===== src/hdl/dnsle_pkg.sv =====
// ----------------------------------------------------------------------------
// dnsle_pkg
// Shared constants and types for the DNS name label encoder.
// ----------------------------------------------------------------------------
package dnsle_pkg;

  localparam int LABEL_W = 6;
  localparam logic [LABEL_W-1:0] MAX_LABEL = 6'd63;
  localparam logic [7:0] SEPARATOR = 8'h2E;

  // two label banks of 64 bytes each
  localparam int RAM_WIDTH  = 8;
  localparam int RAM_DEPTH  = 128;
  localparam int RAM_ADDR_W = 7;

  localparam int QUEUE_DEPTH = 2;

  // work handed from the front to the back
  typedef struct packed {
    logic               bank;
    logic [LABEL_W-1:0] count;
    logic               term;
    logic               err;
  } cmd_t;

  // bank hand-back from the back to the front
  typedef struct packed {
    logic valid;
    logic bank;
  } rel_t;

endpackage


===== src/hdl/dnsle_if.sv =====
// ----------------------------------------------------------------------------
// dnsle_if
// Valid/ready channels for name characters in and label words out.
// ----------------------------------------------------------------------------
interface dnsle_in_if;
  logic       valid;
  logic       ready;
  logic       op;
  logic [7:0] ch;

  modport source (output valid, output op, output ch, input ready);
  modport sink   (input valid, input op, input ch, output ready);
endinterface

interface dnsle_out_if;
  logic       valid;
  logic       ready;
  logic       lead_valid;
  logic [5:0] lead_byte;
  logic [7:0] out_byte;
  logic       last;
  logic       error;

  modport source (output valid, output lead_valid, output lead_byte, output out_byte,
                  output last, output error, input ready);
  modport sink   (input valid, input lead_valid, input lead_byte, input out_byte,
                  input last, input error, output ready);
endinterface


===== src/hdl/dnsle_ram.sv =====
// ----------------------------------------------------------------------------
// dnsle_ram
// Generic simple dual-port RAM, one write and one registered read port.
// ----------------------------------------------------------------------------
module dnsle_ram #(
  parameter int WIDTH = 8,
  parameter int DEPTH = 128
) (
  input  logic                     clk,
  input  logic                     we,
  input  logic [$clog2(DEPTH)-1:0] waddr,
  input  logic [WIDTH-1:0]         wdata,
  input  logic                     re,
  input  logic [$clog2(DEPTH)-1:0] raddr,
  output logic [WIDTH-1:0]         rdata
);

  logic [WIDTH-1:0] mem [DEPTH];

  always_ff @(posedge clk) begin
    if (we) begin
      mem[waddr] <= wdata;
    end
    if (re) begin
      rdata <= mem[raddr];
    end
  end

endmodule


===== src/hdl/dnsle_front.sv =====
// ----------------------------------------------------------------------------
// dnsle_front
// Accepts name characters, buffers label bytes into the current bank and
// issues flush, terminator and error commands to the queue.
// ----------------------------------------------------------------------------
module dnsle_front import dnsle_pkg::*; (
  input  logic                  clk,
  input  logic                  rst,
  dnsle_in_if.sink              name_in,
  input  logic                  q_full,
  output logic                  push_valid,
  output cmd_t                  push_cmd,
  input  rel_t                  rel,
  output logic                  we,
  output logic [RAM_ADDR_W-1:0] waddr,
  output logic [7:0]            wdata
);

  logic               bank;
  logic [LABEL_W-1:0] count;
  logic               aborted;
  logic [1:0]         busy;
  logic               fire;
  logic               is_dot;

  // hold off while the queue is full or the back still owns this bank
  assign name_in.ready = !q_full && !busy[bank];
  assign fire          = name_in.valid && name_in.ready;
  assign is_dot        = (name_in.ch == SEPARATOR);
  assign waddr         = {bank, count};
  assign wdata         = name_in.ch;

  always_comb begin
    push_valid = 1'b0;
    push_cmd   = '0;
    we         = 1'b0;
    if (fire && !aborted) begin
      priority if (name_in.op) begin
        push_valid = 1'b1;
        push_cmd   = '{bank: bank, count: count, term: 1'b1, err: 1'b0};
      end else if (is_dot) begin
        push_valid = (count != '0);
        push_cmd   = '{bank: bank, count: count, term: 1'b0, err: 1'b0};
      end else if (count == MAX_LABEL) begin
        push_valid = 1'b1;
        push_cmd   = '{bank: bank, count: '0, term: 1'b0, err: 1'b1};
      end else begin
        we = 1'b1;
      end
    end
  end

  always_ff @(posedge clk) begin
    if (rst) begin
      bank    <= 1'b0;
      count   <= '0;
      aborted <= 1'b0;
      busy    <= '0;
    end else begin
      if (rel.valid) begin
        busy[rel.bank] <= 1'b0;
      end
      if (fire) begin
        priority if (aborted) begin
          if (name_in.op) begin
            aborted <= 1'b0;
            count   <= '0;
          end
        end else if (name_in.op || is_dot) begin
          // hand a filled bank to the back and swap
          if (count != '0) begin
            busy[bank] <= 1'b1;
            bank       <= !bank;
          end
          count <= '0;
        end else if (count == MAX_LABEL) begin
          count   <= '0;
          aborted <= 1'b1;
        end else begin
          count <= count + 1'b1;
        end
      end
    end
  end

`ifndef SYNTHESIS
  a_no_write_busy: assert property (@(posedge clk) disable iff (rst)
    we |-> !busy[bank])
    else $error("write into a bank still owned by the back");

  a_abort_follows_err: assert property (@(posedge clk) disable iff (rst)
    push_valid && push_cmd.err |=> aborted)
    else $error("error command without entering abort");

  a_abort_empty: assert property (@(posedge clk) disable iff (rst)
    aborted |-> count == '0)
    else $error("label bytes buffered while aborted");
`endif

endmodule


===== src/hdl/dnsle_cmdq.sv =====
// ----------------------------------------------------------------------------
// dnsle_cmdq
// Two-entry command queue between the front and the back.
// ----------------------------------------------------------------------------
module dnsle_cmdq import dnsle_pkg::*; (
  input  logic clk,
  input  logic rst,
  input  logic push,
  input  cmd_t push_cmd,
  output logic full,
  output logic q_valid,
  output cmd_t q_cmd,
  input  logic pop
);

  cmd_t       slots [QUEUE_DEPTH];
  logic       wp;
  logic       rp;
  logic [1:0] cnt;
  logic       do_push;
  logic       do_pop;

  assign full    = (cnt == 2'(QUEUE_DEPTH));
  assign q_valid = (cnt != 2'd0);
  assign q_cmd   = slots[rp];
  assign do_push = push && !full;
  assign do_pop  = pop && q_valid;

  always_ff @(posedge clk) begin
    if (do_push) begin
      slots[wp] <= push_cmd;
    end
  end

  always_ff @(posedge clk) begin
    if (rst) begin
      wp  <= 1'b0;
      rp  <= 1'b0;
      cnt <= 2'd0;
    end else begin
      if (do_push) begin
        wp <= !wp;
      end
      if (do_pop) begin
        rp <= !rp;
      end
      cnt <= cnt + 2'(do_push) - 2'(do_pop);
    end
  end

endmodule


===== src/hdl/dnsle_back.sv =====
// ----------------------------------------------------------------------------
// dnsle_back
// Pops commands, reads label bytes back from the bank and drives the output
// register with length, data, terminator and error words.
// ----------------------------------------------------------------------------
module dnsle_back import dnsle_pkg::*; (
  input  logic                  clk,
  input  logic                  rst,
  input  logic                  q_valid,
  input  cmd_t                  q_cmd,
  output logic                  pop,
  output logic                  re,
  output logic [RAM_ADDR_W-1:0] raddr,
  input  logic [7:0]            rdata,
  output rel_t                  rel,
  dnsle_out_if.source           label_out
);

  localparam logic [1:0] B_IDLE = 2'd0;
  localparam logic [1:0] B_RD   = 2'd1;
  localparam logic [1:0] B_LD   = 2'd2;
  localparam logic [1:0] B_TAIL = 2'd3;

  logic [1:0]         state;
  logic [1:0]         state_next;
  cmd_t               cmd;
  logic [LABEL_W-1:0] idx;
  logic               slot_free;
  logic               last_byte;

  logic               out_valid;
  logic               out_lead_valid;
  logic [5:0]         out_lead_byte;
  logic [7:0]         out_byte;
  logic               out_last;
  logic               out_error;

  assign label_out.valid      = out_valid;
  assign label_out.lead_valid = out_lead_valid;
  assign label_out.lead_byte  = out_lead_byte;
  assign label_out.out_byte   = out_byte;
  assign label_out.last       = out_last;
  assign label_out.error      = out_error;

  assign slot_free = !out_valid || label_out.ready;
  assign last_byte = (idx + 1'b1 == cmd.count);
  assign raddr     = {cmd.bank, idx};
  assign pop       = (state == B_IDLE) && q_valid;
  assign re        = (state == B_RD) && slot_free;
  assign rel.valid = (state == B_LD) && last_byte;
  assign rel.bank  = cmd.bank;

  always_comb begin
    state_next = state;
    unique case (state)
      B_IDLE: begin
        if (q_valid) begin
          state_next = (q_cmd.count != '0) ? B_RD : B_TAIL;
        end
      end
      B_RD: begin
        if (slot_free) begin
          state_next = B_LD;
        end
      end
      B_LD: begin
        if (!last_byte) begin
          state_next = B_RD;
        end else begin
          state_next = cmd.term ? B_TAIL : B_IDLE;
        end
      end
      B_TAIL: begin
        if (slot_free) begin
          state_next = B_IDLE;
        end
      end
      default: state_next = B_IDLE;
    endcase
  end

  always_ff @(posedge clk) begin
    if (rst) begin
      state <= B_IDLE;
    end else begin
      state <= state_next;
    end
  end

  always_ff @(posedge clk) begin
    if (pop) begin
      cmd <= q_cmd;
      idx <= '0;
    end else if (state == B_LD) begin
      idx <= idx + 1'b1;
    end
  end

  // output register: the slot is always empty by the time data arrives
  always_ff @(posedge clk) begin
    if (rst) begin
      out_valid <= 1'b0;
    end else if (state == B_LD || (state == B_TAIL && slot_free)) begin
      out_valid <= 1'b1;
    end else if (label_out.ready) begin
      out_valid <= 1'b0;
    end
  end

  always_ff @(posedge clk) begin
    if (state == B_LD) begin
      out_lead_valid <= (idx == '0);
      out_lead_byte  <= (idx == '0) ? cmd.count : '0;
      out_byte       <= rdata;
      out_last       <= 1'b0;
      out_error      <= 1'b0;
    end else if (state == B_TAIL && slot_free) begin
      out_lead_valid <= 1'b0;
      out_lead_byte  <= '0;
      out_byte       <= '0;
      out_last       <= 1'b1;
      out_error      <= cmd.err;
    end
  end

`ifndef SYNTHESIS
  a_load_after_read: assert property (@(posedge clk) disable iff (rst)
    state == B_LD |-> $past(state) == B_RD && $past(re))
    else $error("data load without a preceding read");

  a_error_closes: assert property (@(posedge clk) disable iff (rst)
    out_valid && out_error |-> out_last && out_byte == '0 && !out_lead_valid)
    else $error("error word malformed");

  a_release_idle_or_tail: assert property (@(posedge clk) disable iff (rst)
    rel.valid |=> state == B_IDLE || state == B_TAIL)
    else $error("bank released mid-label");
`endif

endmodule


===== src/hdl/dns_name_label_encoder.sv =====
// ----------------------------------------------------------------------------
// dns_name_label_encoder
// Flow: a flushing item is queued, popped in B_IDLE, read from the RAM in B_RD
// and loaded into the output register in B_LD; a lone terminator or error word
// goes from B_IDLE through B_TAIL. One character accepted per cycle while the
// queue has room and its bank is free; each label byte is read, then loaded.
// Reset (rst, synchronous): empties the queue, clears counts, abort and bank
// ownership; label RAM contents are left as they are.
// ----------------------------------------------------------------------------
module dns_name_label_encoder import dnsle_pkg::*; (
  input  logic        clk,
  input  logic        rst,
  dnsle_in_if.sink    name_in,
  dnsle_out_if.source label_out
);

  logic                  push_valid;
  cmd_t                  push_cmd;
  logic                  q_full;
  logic                  q_valid;
  cmd_t                  q_cmd;
  logic                  pop;
  rel_t                  rel;
  logic                  we;
  logic [RAM_ADDR_W-1:0] waddr;
  logic [7:0]            wdata;
  logic                  re;
  logic [RAM_ADDR_W-1:0] raddr;
  logic [7:0]            rdata;

  dnsle_front u_front (
    .clk        (clk),
    .rst        (rst),
    .name_in    (name_in),
    .q_full     (q_full),
    .push_valid (push_valid),
    .push_cmd   (push_cmd),
    .rel        (rel),
    .we         (we),
    .waddr      (waddr),
    .wdata      (wdata)
  );

  dnsle_cmdq u_cmdq (
    .clk      (clk),
    .rst      (rst),
    .push     (push_valid),
    .push_cmd (push_cmd),
    .full     (q_full),
    .q_valid  (q_valid),
    .q_cmd    (q_cmd),
    .pop      (pop)
  );

  dnsle_ram #(
    .WIDTH (RAM_WIDTH),
    .DEPTH (RAM_DEPTH)
  ) u_ram (
    .clk   (clk),
    .we    (we),
    .waddr (waddr),
    .wdata (wdata),
    .re    (re),
    .raddr (raddr),
    .rdata (rdata)
  );

  dnsle_back u_back (
    .clk       (clk),
    .rst       (rst),
    .q_valid   (q_valid),
    .q_cmd     (q_cmd),
    .pop       (pop),
    .re        (re),
    .raddr     (raddr),
    .rdata     (rdata),
    .rel       (rel),
    .label_out (label_out)
  );

endmodule

===== src/flat_wrapper.sv =====
// flat-port wrapper written by rule: the top's interface ports become plain ports
module dns_name_label_encoder_flat import dnsle_pkg::*;
  (clk, rst, name_in_valid, name_in_op, name_in_ch, name_in_ready, label_out_valid, label_out_lead_valid, label_out_lead_byte, label_out_out_byte, label_out_last, label_out_error, label_out_ready);
  dnsle_in_if name_in_i ();
  dnsle_out_if label_out_i ();
  input  logic clk;
  input  logic rst;
  input wire logic [$bits(name_in_i.valid)-1:0] name_in_valid;
  input wire logic [$bits(name_in_i.op)-1:0] name_in_op;
  input wire logic [$bits(name_in_i.ch)-1:0] name_in_ch;
  output wire logic [$bits(name_in_i.ready)-1:0] name_in_ready;
  output wire logic [$bits(label_out_i.valid)-1:0] label_out_valid;
  output wire logic [$bits(label_out_i.lead_valid)-1:0] label_out_lead_valid;
  output wire logic [$bits(label_out_i.lead_byte)-1:0] label_out_lead_byte;
  output wire logic [$bits(label_out_i.out_byte)-1:0] label_out_out_byte;
  output wire logic [$bits(label_out_i.last)-1:0] label_out_last;
  output wire logic [$bits(label_out_i.error)-1:0] label_out_error;
  input wire logic [$bits(label_out_i.ready)-1:0] label_out_ready;
  assign name_in_i.valid = name_in_valid;
  assign name_in_i.op = name_in_op;
  assign name_in_i.ch = name_in_ch;
  assign name_in_ready = name_in_i.ready;
  assign label_out_valid = label_out_i.valid;
  assign label_out_lead_valid = label_out_i.lead_valid;
  assign label_out_lead_byte = label_out_i.lead_byte;
  assign label_out_out_byte = label_out_i.out_byte;
  assign label_out_last = label_out_i.last;
  assign label_out_error = label_out_i.error;
  assign label_out_i.ready = label_out_ready;
  dns_name_label_encoder u_core (.clk(clk), .rst(rst), .name_in(name_in_i), .label_out(label_out_i));
endmodule

===== config.mk =====
export PLATFORM = sky130hd
export DESIGN_NAME = dns_name_label_encoder_flat
export DESIGN_NICKNAME = d
export VERILOG_FILES = /design/src/hdl/dnsle_pkg.sv /design/src/hdl/dnsle_if.sv /design/src/hdl/dnsle_ram.sv /design/src/hdl/dnsle_front.sv /design/src/hdl/dnsle_cmdq.sv /design/src/hdl/dnsle_back.sv /design/src/hdl/dns_name_label_encoder.sv /design/src/flat_wrapper.sv
export SDC_FILE = /design/constraint.sdc
export NUM_CORES = 1
export LEC_CHECK = 0
export ABC_AREA = 1
export BUFFER_PORTS_ARGS = -buffer_cell sky130_fd_sc_hd__buf_2
export CAP_MARGIN = 20
export CORE_MARGIN = 2
export CORE_UTILIZATION = 35
export CTS_CLUSTER_DIAMETER = 100
export DETAILED_ROUTE_END_ITERATION = 10
export GPL_ROUTABILITY_DRIVEN = 0
export HOLD_SLACK_MARGIN = 0.02
export SKIP_LAST_GASP = 1
export SLEW_MARGIN = 20
export SYNTH_ARGS = -nofsm -noshare
export SYNTH_HDL_FRONTEND = slang
export SYNTH_SLANG_ARGS = --single-unit

===== constraint.sdc =====
create_clock -name clk -period 3.6 [get_ports clk]
set_clock_uncertainty 0.15 [all_clocks]
set_input_delay 0.72 -clock clk [delete_from_list [all_inputs] [get_ports clk]]
set_output_delay 0.72 -clock clk [all_outputs]
set_load 0.01 [all_outputs]

# After elaboration in Yosys (flattened, before gate mapping)
# Memory sizes are Yosys's and may differ from the RTL's. A register that Yosys moved wholly into a read port is not among the register bits.
# Index checks and enable logic that the tools add are counted.
# classes
n_reduce_logical	31
mux	53
n_eq_ne	11
bitwise_logic	4
n_addsub	4
n_lt_le_gt_ge	4
# op_table
operator	n
two-way mux 6 bit	7
two-way mux 9 bit	4
two-way mux 1 bit	25
two-way mux 2 bit	12
two-way mux 8 bit	2
adder 6 x 1 -> 6 bit, second input constant	2
nonzero test 6 bit	2
logical AND 1 bit	11
equality test 8 x 6 -> 1 bit, second input constant	1
!= test 2 bit, second input constant	4
case mux 2 bit (4 select lines)	1
logical NOT 1 bit	7
equality test 2 bit, second input constant	3
equality test 6 bit	1
equality test 6 bit, second input constant	1
logical NOT 6 bit	1
nonzero test 2 bit	3
< comparator 1 x 2 -> 1 bit, second input constant	2
AND reduction 4 bit	1
logical OR 1 bit	3
AND reduction 3 bit	1
adder 2 x 1 -> 2 bit	1
bitwise AND 2 bit	1
demux 1 bit (select 1 bit)	2
other kinds (8)	9
# word_totals
register_bits	49
elab_cells	128
ram_bits	1042
n_memories	2
output_inout_bits	19
# mem_list
memory	words	word_bits	rd	rd_ports_with_merged_regs	write_ports	line_no	text
u_core.u_ram.mem	128	8	1	1	1	dnsle_ram.sv:18	logic [WIDTH-1:0] mem [DEPTH];
u_core.u_cmdq.slots	2	9	1	1	1	dnsle_cmdq.sv:16	cmd_t slots [QUEUE_DEPTH];

# Logic depth before layout (Yosys ltp)
# Gate-level depths: netlist (run 1).
# depth
ltp_word	13
ltp_mapped	14
depth_no_buf	14

# Hierarchy
# A second synthesis (run 1) with hierarchy kept.
# hier_totals
hier_cells	3943
area_unflattened_um2	45529.9
# by_module_without_submodules
mod	area_per_inst_um2	cells_per_inst	seq_area_each_um2	n_inst
dnsle_ram	42184.2	3575	30989.7	1
dnsle_back	1611.5	179	940.9	1
dnsle_cmdq	938.4	67	640.6	1
dnsle_front	795.8	122	200.2	1

# Worst setup path before layout (run 1)
# Ideal clock, no wire load.
# synth_timing
path_kind	input port to flip-flop
start	input name_in_ch[1]
end	memory u_core.u_ram.mem[104][0] (enable)
path_stages	7
slack_ns	0.923
required_time_ns	3.080
setup_ns	0.370
arrival_ns	2.157
cell_sequence	nor3b_1 > nand2_1 > nand3b_1 > nor3_4 > nand2_2 > buf_6 > nor2_1
# synth_via
elab_chain_len	6
# synth_lines
item	line_no	text
start: declaration	flat_wrapper.sv:10	input wire logic [$bits(name_in_i.ch)-1:0] name_in_ch;
equality test 8 x 6 -> 1 bit	dnsle_front.sv:29	assign is_dot = (name_in.ch == SEPARATOR);
two-way mux 1 bit	dnsle_front.sv:41	end else if (is_dot) begin
two-way mux 1 bit	dnsle_front.sv:38	priority if (name_in.op) begin
two-way mux 1 bit	dnsle_front.sv:37	if (fire && !aborted) begin
two-way mux 1 bit	dnsle_ram.sv:21	if (we) begin
two-way mux 1 bit (implied by the code)	dnsle_ram.sv:22	mem[waddr] <= wdata;
end: declaration	dnsle_ram.sv:18	
# Every way passes these cells.

# Final worst setup path (run 1)
# layout_timing
start	register u_core.u_front.count[3]
end	register u_core.u_cmdq.cnt[1]
# layout_via
elab_chain_len	8
elab_cells_between_ends	9
# layout_lines
item	line_no	text
start: declaration	dnsle_front.sv:20	logic [LABEL_W-1:0] count;
start signal: assignment	dnsle_front.sv:80	count <= count + 1'b1;
equality test 6 bit	dnsle_front.sv:44	end else if (count == MAX_LABEL) begin
two-way mux 1 bit	dnsle_front.sv:44	
two-way mux 1 bit *	dnsle_front.sv:41	
two-way mux 1 bit *	dnsle_front.sv:38	
two-way mux 1 bit *	dnsle_front.sv:37	
logical AND 1 bit *	dnsle_cmdq.sv:26	assign do_push = push && !full;
adder 2 x 1 -> 2 bit *	dnsle_cmdq.sv:47	cnt <= cnt + 2'(do_push) - 2'(do_pop);
subtractor 2 x 1 -> 2 bit *	dnsle_cmdq.sv:47	
end signal: assignment	dnsle_cmdq.sv:47	
end: declaration	dnsle_cmdq.sv:19	logic [1:0] cnt;
# Every way passes the cells marked *; elsewhere a longest branch is shown, timed or not.
# A chain may end at the register's enable or synchronous reset.

==> results of run 1 <==
==> where the power goes <==
group | switching [µW] | internal, µW
Clock | 4850 | 6350
Combinational | 4480 | 1720
Sequential | 195 | 14400
==> sequential cells by signal, indices dropped and copies added, names as in the netlist, 2 cells and up, named ones only <==
register,flops
u_core.u_back.idx,6
u_core.u_ram.mem,1024
u_core.u_cmdq.slots,18
u_core.u_back.label_out.out_byte,8
u_core.u_back.label_out.lead_byte,6
u_core.u_front.count,6
u_core.u_ram.rdata,8
u_core.u_back.state,2
u_core.u_back.cmd,8
u_core.u_front.busy,2
u_core.u_cmdq.cnt,2
==> Yosys cell counts (all sizes together), types with 6 or more instances <==
cell / number / area [µm²]
clkinv: 6 / 22.5
clkbuf: 160 / 601
o22ai: 15 / 93.8
buf: 75 / 393
edfxtp: 1074 / 32300
ha: 6 / 75.1
nand3: 700 / 3540
inv: 118 / 443
nor2: 353 / 1340
dfxtp: 26 / 521
o211ai: 28 / 210
o21ai: 127 / 636
nand2: 1161 / 4360
a21oi: 53 / 277
nor3: 11 / 66.3
==> cells in the final DEF (no fill, tap or decap), types with 4 or more instances in the layout <==
cell,Yosys,layout
a21oi_1,52,52
buf_12,0,39
buf_2,50,23
buf_4,5,71
bufinv_16,0,10
clkbuf_1,160,10
clkbuf_16,0,111
clkinv_1,6,38
clkinv_2,0,25
clkinvlp_4,0,4
dfxtp_1,26,22
edfxtp_1,1074,1074
ha_1,6,6
inv_1,115,114
inv_6,0,4
mux2_2,5,5
nand2_1,1159,1159
nand3_1,697,697
nand4_1,4,4
nor2_1,351,349
nor3_1,10,10
o211ai_1,28,28
o21ai_0,125,125
o22ai_1,15,15
xor2_1,4,4
==> layer usage <==
layer  vias up  wire length (µm)  global-route usage
li1      13700                 -                   -
met1     14600             52200               0.248
met2      1255             60200               0.312
met3       239              8930              0.0280
met4         0              5300              0.0807
met5         -                 0                   0
==> worst max path at each step <==
stage | to | cells after the start
4_1_cts | u_core.u_cmdq.cnt[1] | 11
3_3_place_gp | u_core.u_ram.mem[92][0] | 9
5_1_grt | u_core.u_cmdq.cnt[1] | 11
6_report | u_core.u_cmdq.cnt[1] | 11
2_1_floorplan | u_core.u_ram.mem[104][0] | 7
3_5_place_dp | u_core.u_ram.mem[92][1] | 9
==> layout make-up <==
class                      count  area share
tap                         1662      0.0407
sequential                  1100       0.641
inverter                     124     0.00945
clock inverter                82      0.0140
timing repair buffer         133      0.0280
multi-input combinational   2477       0.212
clock buffer                 121      0.0551
==> per-stage QoR <==
stage	utilization	hold slack, ns	TNS (ns)	setup slack (ns)
after floorplan	-	0.272	0	0.923
after CTS	0.400	0.157	0	0.0903
after global placement	0.373	0.286	-16.80	-0.146
final	0.400	0.195	0	0.0386
after global routing	0.400	0.202	0	0.0717
after detailed placement	0.373	0.295	-22.36	-0.153
==> cells by family after synthesis <==
| logic type | after synthesis |
|---|---|
| buf+inv | 359 |
| simple gates | 2235 |
| flops | 1100 |
| compound gates | 225 |
| mux | 5 |
| fa+ha+maj | 6 |
| xor+xnor | 6 |
==> worst max-delay path: cells and delay by family (launching register included) <==
kind	cells	cell delay [ns]
buffers and inverters	2	0.19
AND/OR/NAND/NOR	5	2.12
XOR/XNOR	1	0.18
AO/OA/AOI/OAI	1	0.05
flip-flops	1	0.38
adder cells (fa/ha/maj)	2	0.39
==> run metrics, run 1 <==
Reg area ~0.033 mm²; Req. time, crit path roughly 4.0 ns; slowest stage delay, CP around 0.65 ns; pwr dens 625 mW/mm²; Die Ht 363 µm; EDFF count, synth between 1000 and 1500; wirelength, routed roughly 130 mm; FF-to-FF End u_core.u_cmdq.cnt[1]; Reg2Reg Depth 11; Hold Path Sink u_core.u_back.state[1]; Initial Utilization 0.353; crit path DAT roughly 4.0 ns; Synth-to-Final Area Change 13.5%; top-level I/O count 32; Peak VDD IR approximately 0.47 mV; all-layer global routing usage 0.189; XOR/XNOR Fraction of Synth Area 0.00117; Reg clk slew, reported paths 0.06 ns; Core Footprint around 0.13 mm²; post-synthesis async set-or-reset flop share 0; DP Wirelength roughly 76 mm; min-delay src label_out_ready; Cell Area, Synth between 0.04 and 0.05 mm²; RSZ-0062 raised after global routing no; total setup buffers inserted after CTS 0; initial antenna violation count 1; reg2reg start u_core.u_front.count[3]; hold path depth 4; number of synthesized register bits between 1000 and 1500; ANT nets after route 0; Filler Cell Count about 12000; placed insts 5496; fin cells roughly 5700; Rows roughly 130; Synth warnings 0; Finished Cell Area between 0.05 and 0.06 mm²; fmax between 200 and 300 MHz; clock buffers created by TritonCTS 110; worst setup path startpoint u_core.u_front.count[3]; vias in the first global route 29200; Max Buffers Root-to-Sink 3; post-synthesis compound-gate area fraction 0.0274; status completed; crit end category flip-flop; count of cell types in the netlist 37; final antenna diode count 0; Post-Syn Nets between 3000 and 4000; Mapped Cells slightly below 4000; Via Count roughly 30000; fin crit share 0.989; routed vias/inst approximately 5.2; Post-DP Area between 0.04 and 0.05 mm²; Least-Margin Pin Slew between 1 and 1.5 ns; TritonCTS clock tree done; drt pass-1 iters 5; Syn Area/Cell roughly 11 µm²; grt ovf 0; Synth Area in Simple Gates 0.208; DIE AREA about 0.13 mm²; startpoint types flip-flop; drt drc 0; mux cell area share after synthesis 0.00125; Design Power between 30000 and 40000 µW; Post-CTS Resized 0; critical path's slowest cell nand4_1; crit path cell chain nor2_1, nand4_1, nand3_1, nand3_1, nand2_1, ha_1, inv_1, ha_1, xor2_1, buf_4, a21oi_1; Tmin final 3.56 ns; PortBufs 31; final hold viol count 0; clk root buf clkbuf_16; max-cap viol count 0; FF-to-FF setup slack a little under 0.04 ns; Adder-Cell Fraction of Synth Area 0.00167; main combinational cell family by area after synthesis simple AND/OR/NAND/NOR gates; Final nets about 4000; clk sinks between 1000 and 1500; area occupied by multi-input gates 0.0108 mm²; largest net degree at the start of global routing between 100 and 150; Slew Limit Fails 0; DR iter-0 viols 3331; final setup vio count 0; Die X-Extent between 300 and 400 µm; slew margin rel. 0.283; Leak Pwr about 0.018 µW; first-pass GRT wire length 186 mm; average wire per standard cell between 20 and 25 µm; Post-CTS Hold Buffers 0; sequential area share after synthesis 0.728; Main synth FF type edfxtp_1; type of the worst setup path reg -> reg; layout cells sized above 1 0.0795; worst skew pair latency around 0.70 ns; htree depth 3; CP Max Fanout 7; Hold Path Class in -> reg
Power figures use the tool's default switching activity.
==> inputs of run 2 (changes only) <==
--- a/config.mk
+++ b/config.mk
@@ -8,12 +8,15 @@
 export ABC_AREA = 1
 export BUFFER_PORTS_ARGS = -buffer_cell sky130_fd_sc_hd__buf_2
 export CAP_MARGIN = 20
+export CELL_PAD_IN_SITES_DETAIL_PLACEMENT = 1
+export CELL_PAD_IN_SITES_GLOBAL_PLACEMENT = 1
 export CORE_MARGIN = 2
 export CORE_UTILIZATION = 35
 export CTS_CLUSTER_DIAMETER = 100
 export DETAILED_ROUTE_END_ITERATION = 10
 export GPL_ROUTABILITY_DRIVEN = 0
 export HOLD_SLACK_MARGIN = 0.02
+export PLACE_DENSITY_LB_ADDON = 0.1
 export SKIP_LAST_GASP = 1
 export SLEW_MARGIN = 20
 export SYNTH_ARGS = -nofsm -noshare
==> run 2 against run 1 <==
Global-route usage up 3.4 points. Via count shrank 0.51%. Sequential share of layout area shrank 0.73 points. Design area grew 1.2%. Cell count grew 1.4%. Non-clock buffer count increased by 63. Sequential power hardly changed. Highest routed layer unchanged.
==> run metrics, run 2 (synthesized netlist as in run 1, its figures left out) <==
clk sinks 1100 (unchanged); Filler Cell Count 13600 (+13%); pwr dens 639 mW/mm² (+2.2%); initial antenna violation count 4 (+3); Finished Cell Area 0.0517 mm² (+1.2%); PortBufs 31 (unchanged); startpoint types flip-flop; first-pass GRT wire length 213 mm (+14%); Least-Margin Pin Slew 0.899 ns (-0.176 ns); Reg clk slew, reported paths 0.06 ns (about the same); Peak VDD IR 0.388 mV (-17%); type of the worst setup path reg -> reg; min-delay src label_out_ready; RSZ-0062 raised after global routing no; commonest non-fill, non-tap cell in the layout nand2_1; TritonCTS clock tree done; reg2reg start u_core.u_front.count[0]; Reg2Reg Depth 10 (-1); Post-DP Area 0.0480 mm² (+0.78%); DIE AREA 0.132 mm² (unchanged); crit end category flip-flop; Rows 131 (unchanged); crit path DAT 3.41 ns (-0.57 ns); average wire per standard cell 25.3 µm (+14%); worst skew pair latency 0.74 ns (+0.04 ns); wirelength, routed 146 mm (+16%); fin crit share 0.890 (-0.0995); clock buffers created by TritonCTS 120 (+9.1%); Design Power 33000 µW (+3.4%); vias in the first global route 31000 (+6.3%); total setup buffers inserted after CTS 0 (unchanged); placed insts 5559 (+1.1%); all-layer global routing usage 0.223 (+0.0341); Final Hold Slack 0.145 ns (-0.0502 ns); Via Count 29700 (-0.51%); Slew Limit Fails 0 (unchanged); slew margin rel. 0.401 (+0.117); DR iter-0 viols 2060 (-38%); clk root buf clkbuf_16; ANT nets after route 0 (unchanged); Final nets 4038 (+1.8%); FF-to-FF setup slack 0.40 ns (+0.36 ns); final worst slack 0.397 ns (+0.358 ns); drt drc 0 (unchanged); DP Wirelength 87.2 mm (+15%); Initial Utilization 0.353 (unchanged); max FFs per register 1024 (unchanged); final hold viol count 0 (unchanged); Leak Pwr 0.0184 µW (+2.3%); largest net degree at the start of global routing 129 (unchanged); Top Registers u_core.u_ram.mem (1024), u_core.u_cmdq.slots (18); Post-CTS Resized 0 (unchanged); fmax 312 MHz (+11%); FF-to-FF End u_core.u_ram.mem[90][3]; Die X-Extent 363 µm (unchanged); layout cells sized above 1 0.0958 (+0.0163); Hold Path Class in -> reg; hold path depth 4 (unchanged); top-level I/O count 32 (unchanged); Hold Path Sink u_core.u_back.state[1]; fin cells 5776 (+1.4%); drt pass-1 iters 7 (+2); Largest Register u_core.u_ram.mem; routed vias/inst 5.14 (-1.8%); Die Ht 363 µm (unchanged); Tmin final 3.20 ns (-0.358 ns); max-cap viol count 0 (unchanged); Post-CTS Hold Buffers 0 (unchanged); grt ovf 0 (unchanged); Core Footprint 0.128 mm² (unchanged); most frequent cells in the layout nand2_1 (1158), edfxtp_1 (1074), nand3_1 (695); Synth-to-Final Area Change 14.8%; pre-CTS setup slack -0.0960 ns (+0.0568 ns); Max Buffers Root-to-Sink 3 (unchanged); Req. time, crit path 3.81 ns (-0.21 ns); status completed; htree depth 3 (unchanged); final setup vio count 0 (unchanged); CP Max Fanout 16 (+9)
==> run 2: cell count changes in the layout (fill, tap and decap cells not counted), sizes merged <==
| cell | previous run | this run |
|---|---|---|
| clkinvlp | 4 | 3 |
| buf | 133 | 196 |
| diode | 0 | 2 |
| clkinv | 68 | 57 |
| inv | 124 | 121 |
| bufinv | 10 | 8 |
| clkbuf | 121 | 150 |
==> run 2: final cells by class <==
cell class	count	area, µm²	area share
clock inverters	65	518	0.0100
clock buffers	150	3220	0.0623
repair buffers	196	1790	0.0346
inverters	124	483	0.00934
diodes	2	5.00	0.0000968
multi-input cells	2477	10800	0.209
flip-flops and latches	1100	32800	0.634
well taps	1662	2080	0.0402
==> run 2: worst max path at each step <==
stage	from	to	slack, ns
detailed placement	name_in_ch[3]	u_core.u_ram.mem[94][7]	-0.1
floorplan	name_in_ch[1]	u_core.u_ram.mem[104][0]	0.92
global route	u_core.u_front.count[0]	u_core.u_ram.mem[94][2]	0.11
finish	u_core.u_front.count[0]	u_core.u_ram.mem[90][3]	0.40
global placement	name_in_ch[3]	u_core.u_ram.mem[94][6]	-0.02
CTS	u_core.u_front.count[0]	u_core.u_ram.mem[94][2]	0.36
==> run 2: routing by layer <==
| layer | routed length, µm | global-route usage |
|---|---|---|
| met3 | 6030 | 0.0321 |
| met2 | 69500 | 0.366 |
| met1 | 65300 | 0.301 |
| met4 | 5480 | 0.0817 |
| met5 | 0 | 0 |
==> run 2: metrics by stage <==
stage,TNS (ns),utilization
after global routing,0,0.405
final,0,0.405
after CTS,0,0.405
after detailed placement,-4.01,0.376
after global placement,-0.293,0.376
after floorplan,0,-
==> run 2: where the power goes <==
group          total, µW  switching [µW]  internal, µW  leakage, µW
clock network      11900            5060          6840      0.00184
logic               6530            4770          1760      0.00667
registers          14600             247         14400      0.00989
==> run 2: worst max-delay path, stage by stage, from the launching register on <==
cell	delay, ns
dfxtp_1	0.40
ha_1	0.25
nand2_1	0.11
nor2_1	0.07
inv_1	0.05
nor2_1	0.06
nand3b_1	0.32
nor3_4	0.43
nand3_4	0.12
buf_12	0.21
nor2_1	0.60
